[config.mk]
export PLATFORM = sky130hd
export DESIGN_NAME = rpfs_fifo
export DESIGN_NICKNAME = d
export VERILOG_FILES = /design/src/sv/rpfs_pkg.sv /design/src/sv/rpfs_fifo.sv
export SDC_FILE = /design/constraint.sdc
export NUM_CORES = 1
export LEC_CHECK = 0
export BUFFER_PORTS_ARGS = -buffer_cell sky130_fd_sc_hd__buf_2
export CAP_MARGIN = 40
export CORE_MARGIN = 2
export CORE_UTILIZATION = 50
export CTS_CLUSTER_DIAMETER = 100
export DETAILED_ROUTE_END_ITERATION = 7
export PLACE_DENSITY = 0.72
export SLEW_MARGIN = 25
export SYNTH_ARGS = -nofsm -noshare
export SYNTH_HDL_FRONTEND = slang
export SYNTH_SLANG_ARGS = --single-unit
[constraint.sdc]
create_clock -name clk -period 1.55 [get_ports clk]
set_clock_uncertainty 0.15 [all_clocks]
set_input_delay 0 -clock clk [delete_from_list [all_inputs] [get_ports clk]]
set_output_delay 0 -clock clk [all_outputs]
set_load 0.01 [all_outputs]
[src/sv/rpfs_pkg.sv]
// Package for the point rotation unit: fixed-point widths, turn constants,
// reciprocal constants and the structs passed between the front, queue and back.
// No dependencies.
`default_nettype none

package rpfs_pkg;

  // Field widths.
  localparam int COORD_W    = 24;  // Q16.8 coordinates
  localparam int DIFF_W     = 25;  // point minus pivot
  localparam int ANGLE_IN_W = 16;  // Q12.4 degrees
  localparam int ANGLE_W    = 13;  // reduced angle, 1/16 degree, (-2880, 2880]
  localparam int TRIG_W     = 16;  // Q2.14 sine and cosine, signed
  localparam int MAG_W      = 15;  // magnitude of a Q2.14 value
  localparam int FRAC_W     = 14;  // fraction bits of Q2.14

  // Angle units: 1/16 degree.
  localparam int HALF_TURN    = 2880;
  localparam int FULL_TURN    = 5760;
  localparam int QUARTER_TURN = 1440;

  // Angle reduction: the negated angle is biased so that it is never negative,
  // then whole turns are stripped by comparing against multiples of a turn.
  localparam int WRAP_TURNS    = 12;
  localparam int RED_W         = 17;
  localparam int REDUCE_OFFSET = (HALF_TURN - 1) + (WRAP_TURNS / 2) * FULL_TURN;

  // Parabola: 16*a*(2880-|a|)/2025, divided through a reciprocal.
  localparam int PAR_W         = 21;     // |a|*(2880-|a|) <= 1440*1440
  localparam int SINE_N_W      = 25;     // 16*PAR + half divisor
  localparam int SINE_DIV      = 2025;
  localparam int SINE_RECIP    = 16570;  // floor(2^25 / 2025)
  localparam int SINE_RECIP_W  = 15;
  localparam int SINE_RECIP_SH = 25;

  // Refinement term 9*g/40 is taken as ((9*g + 20) >> 3) / 5.
  localparam int REF_X_W      = 13;
  localparam int REF_H_W      = 11;
  localparam int DIV5_RECIP   = 52429;  // ceil(2^18 / 5)
  localparam int DIV5_RECIP_W = 16;
  localparam int DIV5_SH      = 18;
  localparam int REF_ROUND    = 20;

  localparam int Q14_HALF = 8192;

  // Rotation datapath widths.
  localparam int PROD_W = 41;
  localparam int SUM_W  = 42;
  localparam int QUO_W  = SUM_W - FRAC_W;
  localparam int RES_W  = QUO_W + 1;

  localparam int COORD_MAX = 8388607;
  localparam int COORD_MIN = -8388608;

  // Pipeline depths of the back part.
  localparam int SINE_LAT = 6;
  localparam int ROT_LAT  = 4;
  localparam int BACK_LAT = SINE_LAT + ROT_LAT;

  localparam int QUEUE_DEPTH_DEF = 4;

  // One classified item, as it waits in the queue.
  typedef struct packed {
    logic signed [ANGLE_W-1:0] sin_ang;
    logic signed [ANGLE_W-1:0] cos_ang;
    logic signed [DIFF_W-1:0]  dx;
    logic signed [DIFF_W-1:0]  dy;
    logic signed [COORD_W-1:0] pivot_x;
    logic signed [COORD_W-1:0] pivot_y;
  } job_t;

  // Data that rides along the sine pipeline.
  typedef struct packed {
    logic signed [DIFF_W-1:0]  dx;
    logic signed [DIFF_W-1:0]  dy;
    logic signed [COORD_W-1:0] pivot_x;
    logic signed [COORD_W-1:0] pivot_y;
  } side_t;

  // Queue status seen by both neighbors.
  typedef struct packed {
    logic full;
    logic empty;
  } q_status_t;

endpackage

`default_nettype wire

[src/sv/rpfs_fifo.sv]
// Short queue between the front and back parts of the rotation unit.
// Register-based storage; depends on rpfs_pkg for the status struct.
`default_nettype none

module rpfs_fifo #(
  parameter int WIDTH = 8,
  parameter int DEPTH = 4
) (
  input  logic                  clk,
  input  logic                  rst,
  input  logic                  push,
  input  logic [WIDTH-1:0]      wdata,
  input  logic                  pop,
  output logic [WIDTH-1:0]      rdata,
  output rpfs_pkg::q_status_t   status
);
  import rpfs_pkg::*;

  localparam int PTR_W = $clog2(DEPTH);
  localparam int CNT_W = $clog2(DEPTH + 1);

  logic [WIDTH-1:0] mem [DEPTH];
  logic [PTR_W-1:0] wr_ptr, wr_ptr_next;
  logic [PTR_W-1:0] rd_ptr, rd_ptr_next;
  logic [CNT_W-1:0] count, count_next;

  always_comb begin
    wr_ptr_next = wr_ptr;
    rd_ptr_next = rd_ptr;
    count_next  = count;
    if (push) begin
      wr_ptr_next = (wr_ptr == PTR_W'(DEPTH - 1)) ? '0 : wr_ptr + 1'b1;
    end
    if (pop) begin
      rd_ptr_next = (rd_ptr == PTR_W'(DEPTH - 1)) ? '0 : rd_ptr + 1'b1;
    end
    if (push && !pop) begin
      count_next = count + 1'b1;
    end else if (pop && !push) begin
      count_next = count - 1'b1;
    end
  end

  always_ff @(posedge clk) begin
    if (rst) begin
      wr_ptr <= '0;
      rd_ptr <= '0;
      count  <= '0;
    end else begin
      wr_ptr <= wr_ptr_next;
      rd_ptr <= rd_ptr_next;
      count  <= count_next;
    end
  end

  always_ff @(posedge clk) begin
    if (push) begin
      mem[wr_ptr] <= wdata;
    end
  end

  assign rdata        = mem[rd_ptr];
  assign status.full  = (count == CNT_W'(DEPTH));
  assign status.empty = (count == '0);

endmodule

`default_nettype wire

* Yosys cells after proc, flatten, opt, wreduce, memory -nomap -nowiden
Memories as Yosys holds them, arrays and structs flattened. A register that Yosys moved wholly into a read port is not among the register bits. Cells that the tools add are included.
Storage, ports and cells: memories kept 1, register bits 7, logic and storage cells 25, bits in writable memories 32
Memory list:
- mem | depth 4, width 8, read ports 1, clocked after memory_dff 1, wr ports 1, RTL line rpfs_fifo.sv:22 | logic [WIDTH-1:0] mem [DEPTH];
Cells by class: add/subtract/negate cells 4, equality and inequality tests 3, mux-type cells 8, reduce and logical (&&, ||, !) cells 6
Operators by type and width (count):
- 2-bit 2-to-1 mux | 4
- 3-bit 2-to-1 mux | 2
- 2-bit by 1-bit adder with 2-bit output, second input constant | 2
- 2-bit == test, second input constant | 2
- 3-bit by 1-bit adder with 3-bit output, second input constant | 1
- 3-bit == test, second input constant | 1
- 3-bit logical NOT | 1
- 3-bit by 1-bit subtractor with 3-bit output, second input constant | 1
- 1-bit logical AND | 2
- 1-bit logical NOT | 2
- 1-bit 2-to-1 mux | 2
- 2-bit nonzero test | 1

* Longest topological paths before layout
word-level depth 4, gate-level depth with buffers 7, gate-level depth less buffers 7

* Worst setup path before layout
No wires, ideal clock.
path type register -> register, start register count[0], end register count[2], stages on the path, launching flop included 5, setup time 0.070 ns, slack 0.009 ns, data arrival time 1.322 ns, period minus slack after synthesis 1.541 ns, cells stage by stage dfxtp_1 fa_1 xor2_1 or3_1 a21oi_1
Between the ends: word-level cells in the longest chain between the ends 3
Ends and longest elaborated chain:
- from (decl) | RTL line rpfs_fifo.sv:25 | logic [CNT_W-1:0] count, count_next;
- from (signal assigned) | RTL line rpfs_fifo.sv:52 | count <= count_next;
- 3-bit by 1-bit subtractor with 3-bit output | RTL line rpfs_fifo.sv:40 | count_next = count - 1'b1;
- 3-bit 2-to-1 mux | RTL line rpfs_fifo.sv:39 | end else if (pop && !push) begin
- 3-bit 2-to-1 mux * | RTL line rpfs_fifo.sv:37 | if (push && !pop) begin
Every way passes the cells marked *; elsewhere a longest branch is shown, timed or not. The select of a mux whose other input is x is not followed. A chain may end at the register's enable or synchronous reset.

==> results.sh <==
export IMPL_dieArea_sq_mm=0.00366
export IMPL_critPathCapture="rdata[5]"
export IMPL_status="finished, violations left"
export IMPL_final_cell_mix="edfxtp_1, dlygate4sd3_1, buf_2, buf_4, mux4_2"
export IMPL_drv_slew=0
export IMPL_wl_per_cell_um=14.4
export IMPL_place_hpwl_um=1740
export IMPL_setup_slack_ps=-92.8
export IMPL_hold_viol=0
export IMPL_num_vias=906
export IMPL_critical_path_arrival_ps=1490
export IMPL_drt_iter0_drc=20
export IMPL_rsz0062_at_grt="true"
export IMPL_drive_gt1_share_pct=37.1
export IMPL_grt_pass1_vias=893
export IMPL_fill_cells=214
export IMPL_grt_overflow_total=0
export IMPL_grt_max_degree=13
export IMPL_root_buffer="clkbuf_4"
export IMPL_ff2ff_setup_slack_ps=0
export IMPL_clk_latency_ps=340
export IMPL_fin_cells=184
export IMPL_ios=22
export IMPL_netlist_area_sq_mm=0.00160
export IMPL_slew_headroom_pct=74.1
export IMPL_nets=158
export IMPL_syn_inst=86
export IMPL_cellLeakagePower_nw=0.825
export IMPL_grt_pass1_wl_um=4060
export IMPL_crit_path_end_kind="primary output"
export IMPL_via_per_inst=4.92
export IMPL_synth_nets=105
export IMPL_place_congestion=0.654
export IMPL_fin_crit_ps=1640
export IMPL_portBuffers=21
export IMPL_synth_cell_types=17
export IMPL_yosysSeqAreaShare_pct=71.4
export IMPL_clkSlewWorstSetupHoldPaths_ps=120
export IMPL_yosys_warnings=0
export IMPL_setup_viol_count_final=8
export IMPL_area_growth_pct=34.1
export IMPL_tns_ps=-633
export IMPL_ant_nets=0
export IMPL_die_h_um=60.5
export IMPL_htreeDepth=2
export IMPL_initial_core_util_pct=52.3
export IMPL_antenna_cells=0
export IMPL_clockBufferDepth=2
export IMPL_routed_wl_um=2650
export IMPL_fin_crit_sh_pct=106
export IMPL_fin_util_pct=70.2
export IMPL_mostFrequentLayoutCell="edfxtp_1"
export IMPL_clock_sinks=41
export IMPL_r2r_start="count[1]"
export IMPL_p_per_area_mw_per_mm2=1080
export IMPL_dp_cells=161
export IMPL_cts_made_buffers=5
export IMPL_cp_required_ps=1400
export IMPL_maxCapViolCount=0
export IMPL_worstPathMaxFanout=8
export IMPL_r2r_cells=4
export IMPL_syn_avg_cell_area_sq_um=18.6
export IMPL_fp_row_count=20
export IMPL_ys_ff_latch=41
export IMPL_cp_start_kind="flip-flop"
export IMPL_drc=0
export IMPL_antenna_found_initial=0
export IMPL_vdd_drop_max_uv=681
export IMPL_violations="negative setup slack"
export IMPL_min_path_type="primary input to flip-flop"
export IMPL_cts_tree="yes"
export IMPL_max_freq_ghz=0.609
export IMPL_drtPass1Iterations=4
export IMPL_r2r_end="count[2]"
export IMPL_crit_type="flip-flop to primary output"
export IMPL_grtUsageTotal_pct=16.5
export IMPL_die_x_um=60.5
export IMPL_worst_pin_slew_ps=388
export IMPL_core_sq_mm=0.00305
cells by family after synthesis:
group	count (synthesis)	synth area share [%]
XOR/XNOR	2	1.10
buffers and inverters	6	1.96
multiplexers	12	13.8
AO/OA/AOI/OAI	3	0.939
AND/OR/NAND/NOR	15	4.85
flip-flops	41	71.4
adder cells (fa/ha/maj)	7	5.95
area by class of cell:
type | count | area (sq um) | share of cell area (%)
inverter | 4 | 15.0 | 0.701
timing repair buffer | 48 | 420 | 19.6
clock buffer | 8 | 80.1 | 3.74
sequential | 41 | 1140 | 53.4
multi-input combinational | 39 | 428 | 20.0
tap | 44 | 55.1 | 2.57
how the worst min path moves through the flow:
stage,startpoint,end,slack (ps),cells past startpoint
after floorplan,rst,count[2],-80,1
after global placement,wdata[0],mem[0][0],60,1
after detailed placement,wdata[3],mem[0][3],70,1
after CTS,push,mem[2][6],80,4
after global routing,push,mem[2][6],120,4
final,push,mem[2][6],90,4
registers in the layout, indices dropped and copies added (netlist names), named ones only:
name    flops
count       3
wr_ptr      2
mem        32
rd_ptr      2
cells in the mapped netlist:
library cell  instances  share of area, %
a21oi_1               2              0.63
buf_6                 1              0.70
clkbuf_2              1              0.31
edfxtp_1             32                60
xor2_1                2               1.1
and2_1                4               1.6
mux4_2                8                11
ha_1                  6               4.7
or3_1                 1              0.39
nor2_1                7               1.6
mux2i_1               4               2.5
fa_1                  1               1.3
o21ai_0               1              0.31
inv_1                 4              0.94
nor3b_1               2              0.94
dfxtp_1               9                11
nor3_1                1              0.31
per-stage QoR:
stage                     total power [mW]  hold slack (ps)  cell area, sq um  setup WS (ps)
after detailed placement              1.62             74.9              1870          -73.7
after CTS                             2.30             83.2              2110           -115
final                                 2.31             90.5              2140          -92.8
after floorplan                       1.47            -80.9              1600           8.76
after global placement                1.60             61.7              1870           15.3
after global routing                  2.41              122              2140           -157
power breakdown:
part | switching [mW] | total (mW) | internal (mW)
registers | 0.0365 | 1.29 | 1.25
logic | 0.157 | 0.376 | 0.219
clock network | 0.324 | 0.645 | 0.321
metal layers:
layer,global-route usage [%],part of all wire [%],vias to the layer above
met5,0,0,-
met4,6.52,1.7,0
met1,19.6,42,444
li1,-,-,433
met3,5.76,3.9,6
met2,27.6,52,23
what timing repair did:
item	4_1_cts	5_1_grt
resized for setup	4	6
buffers inserted	0	0
hold endpoints to repair	41	0
endpoints found under the setup margin	9	9
pin swaps	1	1
hold buffers	15	0
critical path, stage by stage (launching register included):
cell     delay (ps)
dfxtp_2         360
buf_12          140
mux4_2          520
buf_6           140
(Power assumes the default switching activity.)
