$ cat src/sv/rpfs_pkg.sv
// Package for the point rotation unit: fixed-point widths, turn constants,
// reciprocal constants and the structs passed between the front, queue and back.
// No dependencies.
`default_nettype none

package rpfs_pkg;

  // Field widths.
  localparam int COORD_W    = 24;  // Q16.8 coordinates
  localparam int DIFF_W     = 25;  // point minus pivot
  localparam int ANGLE_IN_W = 16;  // Q12.4 degrees
  localparam int ANGLE_W    = 13;  // reduced angle, 1/16 degree, (-2880, 2880]
  localparam int TRIG_W     = 16;  // Q2.14 sine and cosine, signed
  localparam int MAG_W      = 15;  // magnitude of a Q2.14 value
  localparam int FRAC_W     = 14;  // fraction bits of Q2.14

  // Angle units: 1/16 degree.
  localparam int HALF_TURN    = 2880;
  localparam int FULL_TURN    = 5760;
  localparam int QUARTER_TURN = 1440;

  // Angle reduction: the negated angle is biased so that it is never negative,
  // then whole turns are stripped by comparing against multiples of a turn.
  localparam int WRAP_TURNS    = 12;
  localparam int RED_W         = 17;
  localparam int REDUCE_OFFSET = (HALF_TURN - 1) + (WRAP_TURNS / 2) * FULL_TURN;

  // Parabola: 16*a*(2880-|a|)/2025, divided through a reciprocal.
  localparam int PAR_W         = 21;     // |a|*(2880-|a|) <= 1440*1440
  localparam int SINE_N_W      = 25;     // 16*PAR + half divisor
  localparam int SINE_DIV      = 2025;
  localparam int SINE_RECIP    = 16570;  // floor(2^25 / 2025)
  localparam int SINE_RECIP_W  = 15;
  localparam int SINE_RECIP_SH = 25;

  // Refinement term 9*g/40 is taken as ((9*g + 20) >> 3) / 5.
  localparam int REF_X_W      = 13;
  localparam int REF_H_W      = 11;
  localparam int DIV5_RECIP   = 52429;  // ceil(2^18 / 5)
  localparam int DIV5_RECIP_W = 16;
  localparam int DIV5_SH      = 18;
  localparam int REF_ROUND    = 20;

  localparam int Q14_HALF = 8192;

  // Rotation datapath widths.
  localparam int PROD_W = 41;
  localparam int SUM_W  = 42;
  localparam int QUO_W  = SUM_W - FRAC_W;
  localparam int RES_W  = QUO_W + 1;

  localparam int COORD_MAX = 8388607;
  localparam int COORD_MIN = -8388608;

  // Pipeline depths of the back part.
  localparam int SINE_LAT = 6;
  localparam int ROT_LAT  = 4;
  localparam int BACK_LAT = SINE_LAT + ROT_LAT;

  localparam int QUEUE_DEPTH_DEF = 4;

  // One classified item, as it waits in the queue.
  typedef struct packed {
    logic signed [ANGLE_W-1:0] sin_ang;
    logic signed [ANGLE_W-1:0] cos_ang;
    logic signed [DIFF_W-1:0]  dx;
    logic signed [DIFF_W-1:0]  dy;
    logic signed [COORD_W-1:0] pivot_x;
    logic signed [COORD_W-1:0] pivot_y;
  } job_t;

  // Data that rides along the sine pipeline.
  typedef struct packed {
    logic signed [DIFF_W-1:0]  dx;
    logic signed [DIFF_W-1:0]  dy;
    logic signed [COORD_W-1:0] pivot_x;
    logic signed [COORD_W-1:0] pivot_y;
  } side_t;

  // Queue status seen by both neighbors.
  typedef struct packed {
    logic full;
    logic empty;
  } q_status_t;

endpackage

`default_nettype wire

$ cat src/sv/rpfs_front.sv
// Front part of the rotation unit: takes items, reduces the angle, forms the
// point-to-pivot offsets and hands one job to the queue. Depends on rpfs_pkg.
`default_nettype none

module rpfs_front (
  input  logic                                   clk,
  input  logic                                   rst,
  input  logic                                   in_valid,
  output logic                                   in_stall,
  input  logic signed [rpfs_pkg::COORD_W-1:0]    point_x,
  input  logic signed [rpfs_pkg::COORD_W-1:0]    point_y,
  input  logic signed [rpfs_pkg::COORD_W-1:0]    pivot_x,
  input  logic signed [rpfs_pkg::COORD_W-1:0]    pivot_y,
  input  logic signed [rpfs_pkg::ANGLE_IN_W-1:0] angle_deg,
  input  rpfs_pkg::q_status_t                    q_status,
  output logic                                   push,
  output rpfs_pkg::job_t                         job
);
  import rpfs_pkg::*;

  logic                      vld, vld_next;
  logic                      accept;
  logic signed [RED_W-1:0]   neg_ang;
  logic        [RED_W-1:0]   biased;
  logic        [RED_W-1:0]   rem;
  logic        [ANGLE_W-1:0] sin_raw;
  logic signed [ANGLE_W-1:0] sin_ang;
  logic signed [ANGLE_W:0]   cos_wide;
  job_t                      job_next;

  // Reduce -angle into (-180, 180] degrees. The bias makes the value positive
  // and lands the result on [0, 5760) after whole turns are stripped.
  always_comb begin
    neg_ang = -RED_W'(angle_deg);
    biased  = unsigned'(neg_ang) + RED_W'(REDUCE_OFFSET);
    rem     = biased;
    for (int j = 1; j <= WRAP_TURNS; j++) begin
      if (biased >= RED_W'(j * FULL_TURN)) begin
        rem = biased - RED_W'(j * FULL_TURN);
      end
    end
    sin_raw  = ANGLE_W'(rem) - ANGLE_W'(HALF_TURN - 1);
    sin_ang  = signed'(sin_raw);
    // Cosine angle: a quarter turn ahead, wrapped past the half turn.
    cos_wide = (ANGLE_W + 1)'(sin_ang) + (ANGLE_W + 1)'(QUARTER_TURN);
    if (cos_wide > (ANGLE_W + 1)'(HALF_TURN)) begin
      cos_wide = cos_wide - (ANGLE_W + 1)'(FULL_TURN);
    end

    job_next.sin_ang = sin_ang;
    job_next.cos_ang = cos_wide[ANGLE_W-1:0];
    job_next.dx      = DIFF_W'(point_x) - DIFF_W'(pivot_x);
    job_next.dy      = DIFF_W'(pivot_y) - DIFF_W'(point_y);
    job_next.pivot_x = pivot_x;
    job_next.pivot_y = pivot_y;
  end

  assign in_stall = vld & q_status.full;
  assign accept   = in_valid & ~in_stall;
  assign push     = vld & ~q_status.full;

  always_comb begin
    vld_next = vld;
    if (accept) begin
      vld_next = 1'b1;
    end else if (push) begin
      vld_next = 1'b0;
    end
  end

  always_ff @(posedge clk) begin
    if (rst) begin
      vld <= 1'b0;
    end else begin
      vld <= vld_next;
    end
  end

  always_ff @(posedge clk) begin
    if (accept) begin
      job <= job_next;
    end
  end

endmodule

`default_nettype wire

$ cat config.mk
export PLATFORM = sky130hd
export DESIGN_NAME = rpfs_front
export DESIGN_NICKNAME = d
export VERILOG_FILES = /design/src/sv/rpfs_pkg.sv /design/src/sv/rpfs_front.sv
export SDC_FILE = /design/constraint.sdc
export NUM_CORES = 1
export LEC_CHECK = 0
export ABC_AREA = 0
export BUFFER_PORTS_ARGS = -buffer_cell sky130_fd_sc_hd__buf_2
export CORE_MARGIN = 2
export CORE_UTILIZATION = 40
export CTS_BUF_LIST = sky130_fd_sc_hd__clkbuf_16
export DETAILED_ROUTE_END_ITERATION = 8
export PLACE_DENSITY = 0.7
export SYNTH_ARGS = -nofsm -noshare
export SYNTH_HDL_FRONTEND = slang
export SYNTH_SLANG_ARGS = --single-unit
$ cat constraint.sdc
create_clock -name clk -period 13 [get_ports clk]
set_clock_uncertainty 0.2 [all_clocks]
set_input_delay 0.65 -clock clk [delete_from_list [all_inputs] [get_ports clk]]
set_output_delay 0.65 -clock clk [all_outputs]
set_load 0.02 [all_outputs]
==> Word level (Yosys, flattened, before mapping) <==
Cells that the tools add are included.
{ "classes": {"addsub": 19, "order_cmp": 13, "muxes": 15, "bitwise_logic": 5, "reduce_logical": 1} }
{ "ops": {"columns": ["cell", "count"], "rows": [
  ["13-bit two-way mux", 13],
  ["17-bit by 16-bit >= comparator with 1-bit output (second input constant)", 6],
  ["13-bit subtractor (second input constant)", 7],
  ["13-bit by 12-bit subtractor with 13-bit output (second input constant)", 4],
  ["17-bit by 15-bit >= comparator with 1-bit output (second input constant)", 3],
  ["24-bit by 24-bit subtractor with 25-bit output", 2],
  ["17-bit by 16-bit adder with 17-bit output (second input constant)", 1],
  ["17-bit by 13-bit >= comparator with 1-bit output (second input constant)", 1],
  ["17-bit by 14-bit >= comparator with 1-bit output (second input constant)", 1],
  ["17-bit >= comparator (second input constant)", 1],
  ["16-bit negator with 17-bit output", 1],
  ["13-bit by 12-bit adder with 14-bit output (second input constant)", 1],
  ["14-bit by 13-bit greater-than comparator with 1-bit output (second input constant)", 1],
  ["13-bit by 10-bit subtractor with 13-bit output (second input constant)", 1],
  ["13-bit by 11-bit subtractor with 13-bit output (second input constant)", 1],
  ["13-bit by 9-bit subtractor with 13-bit output (second input constant)", 1],
  ["1-bit bitwise AND", 3],
  ["1-bit two-way mux", 2],
  ["1-bit NOT", 2],
  ["2-bit nonzero test", 1]
]} }
{ "totals": {"reg_bits": 125, "inputBits": 117, "out_inout_bits": 126, "wordCells": 60} }

==> Logic depth before layout (Yosys ltp) <==
{ "logic_depth": {"ltp_word": 19, "depth_mapped": 25, "ltp_nobuf": 22} }

==> Worst setup path after synthesis <==
No wires, ideal clock.
{ "synth_timing": {"kind": "in2reg", "from": "input q_status[1] (netlist name)", "to": "register job[0] (netlist name) (enable)", "setup_ns": 0.610, "arrival_ns": 6.131, "required_ns": 12.190, "setup_slack_ns": 6.059, "path_stages": 2, "n_path_buf": 0, "path_cell_list": "and2_1 -> nor2b_1"} }
{ "synth_between": {"elab_chain_cells": 3} }
{ "synth_lines": {"columns": ["element", "line", "text"], "rows": [
  ["from (decl)", "rpfs_front.sv:15", "input rpfs_pkg::q_status_t q_status,"],
  ["1-bit bitwise AND", "rpfs_front.sv:58", "assign in_stall = vld & q_status.full;"],
  ["1-bit NOT", "rpfs_front.sv:59", "assign accept = in_valid & ~in_stall;"],
  ["1-bit bitwise AND", "rpfs_front.sv:59", null],
  ["named net accept", "rpfs_front.sv:22", "logic accept;"],
  ["to (signal assigned)", "rpfs_front.sv:81", "job <= job_next;"],
  ["to (decl)", "rpfs_front.sv:17", "output rpfs_pkg::job_t job"]
]} }
The timed path passes the listed nets, and every way through them passes these cells.
A chain may end at the register's enable or synchronous reset.

==> Worst setup path in the final report <==
{ "layout_timing": {"from": "input angle_deg[6] (netlist name)", "to": "register job[109] (netlist name) (data pin)"} }
{ "layout_between": {"elab_chain_cells": 19, "word_cells_on_any_way": 43, "cone_classes": "17 x add/sub; 13 x order compare; 13 x mux"} }
{ "layout_lines": {"columns": ["element", "line", "text"], "rows": [
  ["from (decl)", "rpfs_front.sv:14", "input logic signed [rpfs_pkg::ANGLE_IN_W-1:0] angle_deg,"],
  ["16-bit negator with 17-bit output (*)", "rpfs_front.sv:34", "neg_ang = -RED_W'(angle_deg);"],
  ["17-bit by 16-bit adder with 17-bit output (*)", "rpfs_front.sv:35", "biased = unsigned'(neg_ang) + RED_W'(REDUCE_OFFSET);"],
  ["17-bit by 13-bit >= comparator with 1-bit output or 13-bit subtractor (tied branches)", "rpfs_front.sv:38, rpfs_front.sv:39", null],
  ["13-bit two-way mux (11 in a row)", "rpfs_front.sv:38", "if (biased >= RED_W'(j * FULL_TURN)) begin"],
  ["13-bit two-way mux (*)", "rpfs_front.sv:38", null],
  ["13-bit by 12-bit subtractor with 13-bit output (*)", "rpfs_front.sv:42", "sin_raw = ANGLE_W'(rem) - ANGLE_W'(HALF_TURN - 1);"],
  ["13-bit by 12-bit adder with 14-bit output (*)", "rpfs_front.sv:45", "cos_wide = (ANGLE_W + 1)'(sin_ang) + (ANGLE_W + 1)'(QUARTER_TURN);"],
  ["13-bit subtractor or 14-bit by 13-bit greater-than comparator with 1-bit output (tied branches)", "rpfs_front.sv:47, rpfs_front.sv:46", null],
  ["13-bit two-way mux (*)", "rpfs_front.sv:46", "if (cos_wide > (ANGLE_W + 1)'(HALF_TURN)) begin"],
  ["named net cos_wide[11]", "rpfs_front.sv:28", "logic signed [ANGLE_W:0] cos_wide;"]
]} }
The timed path passes the listed nets; every way through them passes the cells marked *.

==> flow_metrics.env <==
export IMPL_status="complete, no violations"
export IMPL_worstPathArrival_ns=7.02
export IMPL_first_pass_iters=6
export IMPL_vias_per_cell=5.67
export IMPL_r2r_setup_slack_ns=10.18
export IMPL_ys_async_sr_fraction_pct=0
export IMPL_synth_area_leaders="edfxtp_1 39%, ha_1 9.5%, inv_1 4.1%, nor2_1 3.5%, xnor2_1 3.4%"
export IMPL_rsz0062_at_grt="false"
export IMPL_gp_congestion=0.925
export IMPL_coreArea_um2=22600
export IMPL_power_leakage_nw=4.85
export IMPL_p_clk_share_pct=30.8
export IMPL_tightest_slew_ns=1.03
export IMPL_avgSynthCellArea_um2=9.54
export IMPL_crit_type="primary input to flop"
export IMPL_cts_tree="yes"
export IMPL_place_hpwl_um=20500
export IMPL_ir_drop_v=0.0000838
export IMPL_min_period_ns=7.08
export IMPL_worstHoldPathType="primary input to flop"
export IMPL_syn_inst=967
export IMPL_switchingPower_mw=0.530
export IMPL_ctsHoldBuffers=0
export IMPL_ys_ff_latch=120
export IMPL_routed_via_count=8517
export IMPL_timing_rr_end="job[56]"
export IMPL_maxSlewHeadroom_pct=30.7
export IMPL_grt_pass1_wl_um=40500
export IMPL_grt_max_degree=65
export IMPL_root_buffer="clkbuf_16"
export IMPL_holdWs_ns=0.199
export IMPL_syn_num_nets=1156
export IMPL_avgRoutedWirePerCell_um=17.5
export IMPL_combPwrFrac_pct=35.9
export IMPL_swShare_pct=35.2
export IMPL_maxCapViolCount=0
export IMPL_synth_top_area_cell="edfxtp_1"
export IMPL_yosysWarnings=0
export IMPL_fin_nets=1388
export IMPL_post_route_period_util_pct=54.5
export IMPL_first_iter_violations=656
export IMPL_wl_met2_um=13100
export IMPL_cts_buffers_inserted=17
export IMPL_clk_pin_slew_ns=0.06
export IMPL_crit_fanout=17
export IMPL_crit_required_ns=12.94
export IMPL_drive_gt1_share_pct=27.4
export IMPL_area_growth_syn_to_layout_pct=21.8
export IMPL_cts_sinks=120
export IMPL_timing_setup_tns_ns=0
export IMPL_netlist_area_leader_share_pct=38.7
export IMPL_p_int_mw=0.976
export IMPL_crit_end="job[109]"
export IMPL_ios=243
export IMPL_antenna_found_initial=2
export IMPL_ys_seq_area_share_pct=39.0
export IMPL_pwr_share_seq_pct=33.3
export IMPL_htreeDepth=4
export IMPL_drc=0
export IMPL_drv_slew=0
export IMPL_wirelength_um=26300
export IMPL_cp_startpoint="angle_deg[6]"
export IMPL_grt_pass1_vias=8143
export IMPL_synthFlopType="edfxtp_1"
export IMPL_wl_met1_um=10300
export IMPL_initial_core_util_pct=40.7
export IMPL_regArea_um2=3590
export IMPL_die_h_um=156
export IMPL_die_area_um2=24300
export IMPL_rr_worst_depth=4
export IMPL_synth_edf_count=119
export IMPL_wl_met3_um=2010
export IMPL_fp_row_count=55
export IMPL_multi_input_comb_area_um2=5080
export IMPL_n_fill_cell=2113
export IMPL_grt_usage_pct=20.9
export IMPL_final_cell_mix="241 x buf_2, 119 x edfxtp_1, 101 x inv_1"
export IMPL_worstReg2RegStart="vld"
export IMPL_hold_viol_final=0
export IMPL_cp_end_kind="flop"
export IMPL_setup_viol=0
export IMPL_final_common_cell="buf_2"
export IMPL_postCtsSetupBuffers=0
export IMPL_worst_skew_pair_late_latency_ns=0.40
export IMPL_grt_overflow=0
export IMPL_startpoint_type="primary input"
export IMPL_synth_cell_types=102
export IMPL_cts_resized=0
export IMPL_power_density_nw_per_um2=134
export IMPL_detail_route_antenna_nets=0
export IMPL_io_buffers=241
export IMPL_dr_max_layer_used="met4"
export IMPL_clk_path_buf_depth=2
export IMPL_netlist_area_um2=9230
export IMPL_die_w_um=156
export IMPL_fmax_mhz=141
[cells by family after synthesis]
logic type / synth area share, %
AOI/OAI and AO/OA: 23.1
xor gates and xnor gates: 4.86
adders and majority gates: 9.93
buffers and inverters: 6.01
DFF: 39.0
muxes: 0.773
and+or+nand+nor: 16.4
[worst min-delay path by stage]
stage	to	start	cells past startpoint	slack (ns)
4_1_cts	vld	rst	2	0.18
5_1_grt	vld	rst	2	0.18
3_5_place_dp	vld	vld	3	0.45
6_report	vld	rst	2	0.20
3_3_place_gp	vld	vld	3	0.43
2_1_floorplan	vld	vld	3	0.48
[sequential cells by signal (all words and copies together), names as in the netlist]
signal	count
job	119
vld	1
[through the flow]
| step | setup WS [ns] | utilization, % | power, mW | std cells | cell area [um^2] |
|---|---|---|---|---|---|
| after floorplan | 6.06 | - | 0.908 | 967 | 9230 |
| after global placement | 5.74 | 47.0 | 1.04 | 1465 | 10700 |
| after detailed placement | 5.63 | 47.0 | 1.05 | 1465 | 10700 |
| after CTS | 6.02 | 49.6 | 1.51 | 1497 | 11200 |
| after global routing | 5.45 | 49.6 | 1.58 | 1499 | 11200 |
| final | 5.92 | 49.6 | 1.51 | 1501 | 11200 |
[critical path, cell delays in order]
cell      delay (ns)
buf_2           0.22
inv_1           0.20
ha_1            0.30
and2b_1         0.24
or3_1           0.35
nand2_1         0.56
inv_1           0.43
ha_1            0.36
a221oi_1        0.45
o41ai_1         0.16
a31oi_1         0.65
o21ai_0         0.16
a211oi_1        0.45
nor3_1          0.15
nor2_2          0.25
xnor3_1         0.42
a211oi_1        0.26
o311ai_2        0.14
a31oi_4         0.32
o31ai_1         0.13
xnor2_1         0.14
[power by group through the flow]
| stage | Combinational [mW] | Clock [mW] | Sequential [mW] |
|---|---|---|---|
| 2_1_floorplan | 0.335 | 0 | 0.573 |
| 3_3_place_gp | 0.528 | 0 | 0.509 |
| 3_5_place_dp | 0.535 | 0 | 0.511 |
| 4_1_cts | 0.538 | 0.472 | 0.502 |
| 5_1_grt | 0.592 | 0.486 | 0.506 |
| 6_report | 0.540 | 0.464 | 0.502 |
[final cells by class]
class / instances / share of cell area [%]
multi-input cells: 713 / 45.2
flip-flops and latches: 120 / 32.0
repair buffers: 244 / 10.9
clock buffers: 17 / 3.79
inverters: 103 / 3.44
well taps: 285 / 3.17
clock inverters: 15 / 1.36
diodes: 4 / 0.0891
[cells in the mapped netlist (8+ instances only)]
cell type	count
nor2b_1	11
xnor2_1	36
or2_2	13
nand3_1	16
and3_1	12
o21a_1	11
inv_1	100
edfxtp_1	119
a21boi_0	18
nor3_1	27
a21oi_1	46
o211ai_1	10
a211oi_1	14
o22ai_1	9
nand4_1	11
nand2b_1	8
nor2_1	86
clkbuf_1	10
a21o_1	9
a31oi_1	20
buf_2	11
ha_1	70
and2_1	10
nand2_1	69
o31ai_1	8
o21ai_0	49
[metal layers]
layer | vias to the layer above | GRT usage, %
li1 | 4069 | -
met1 | 3994 | 24.6
met2 | 388 | 37.9
met3 | 66 | 3.39
met4 | 0 | 8.56
met5 | - | 0
No activity file was read; power rests on OpenSTA's default activity.
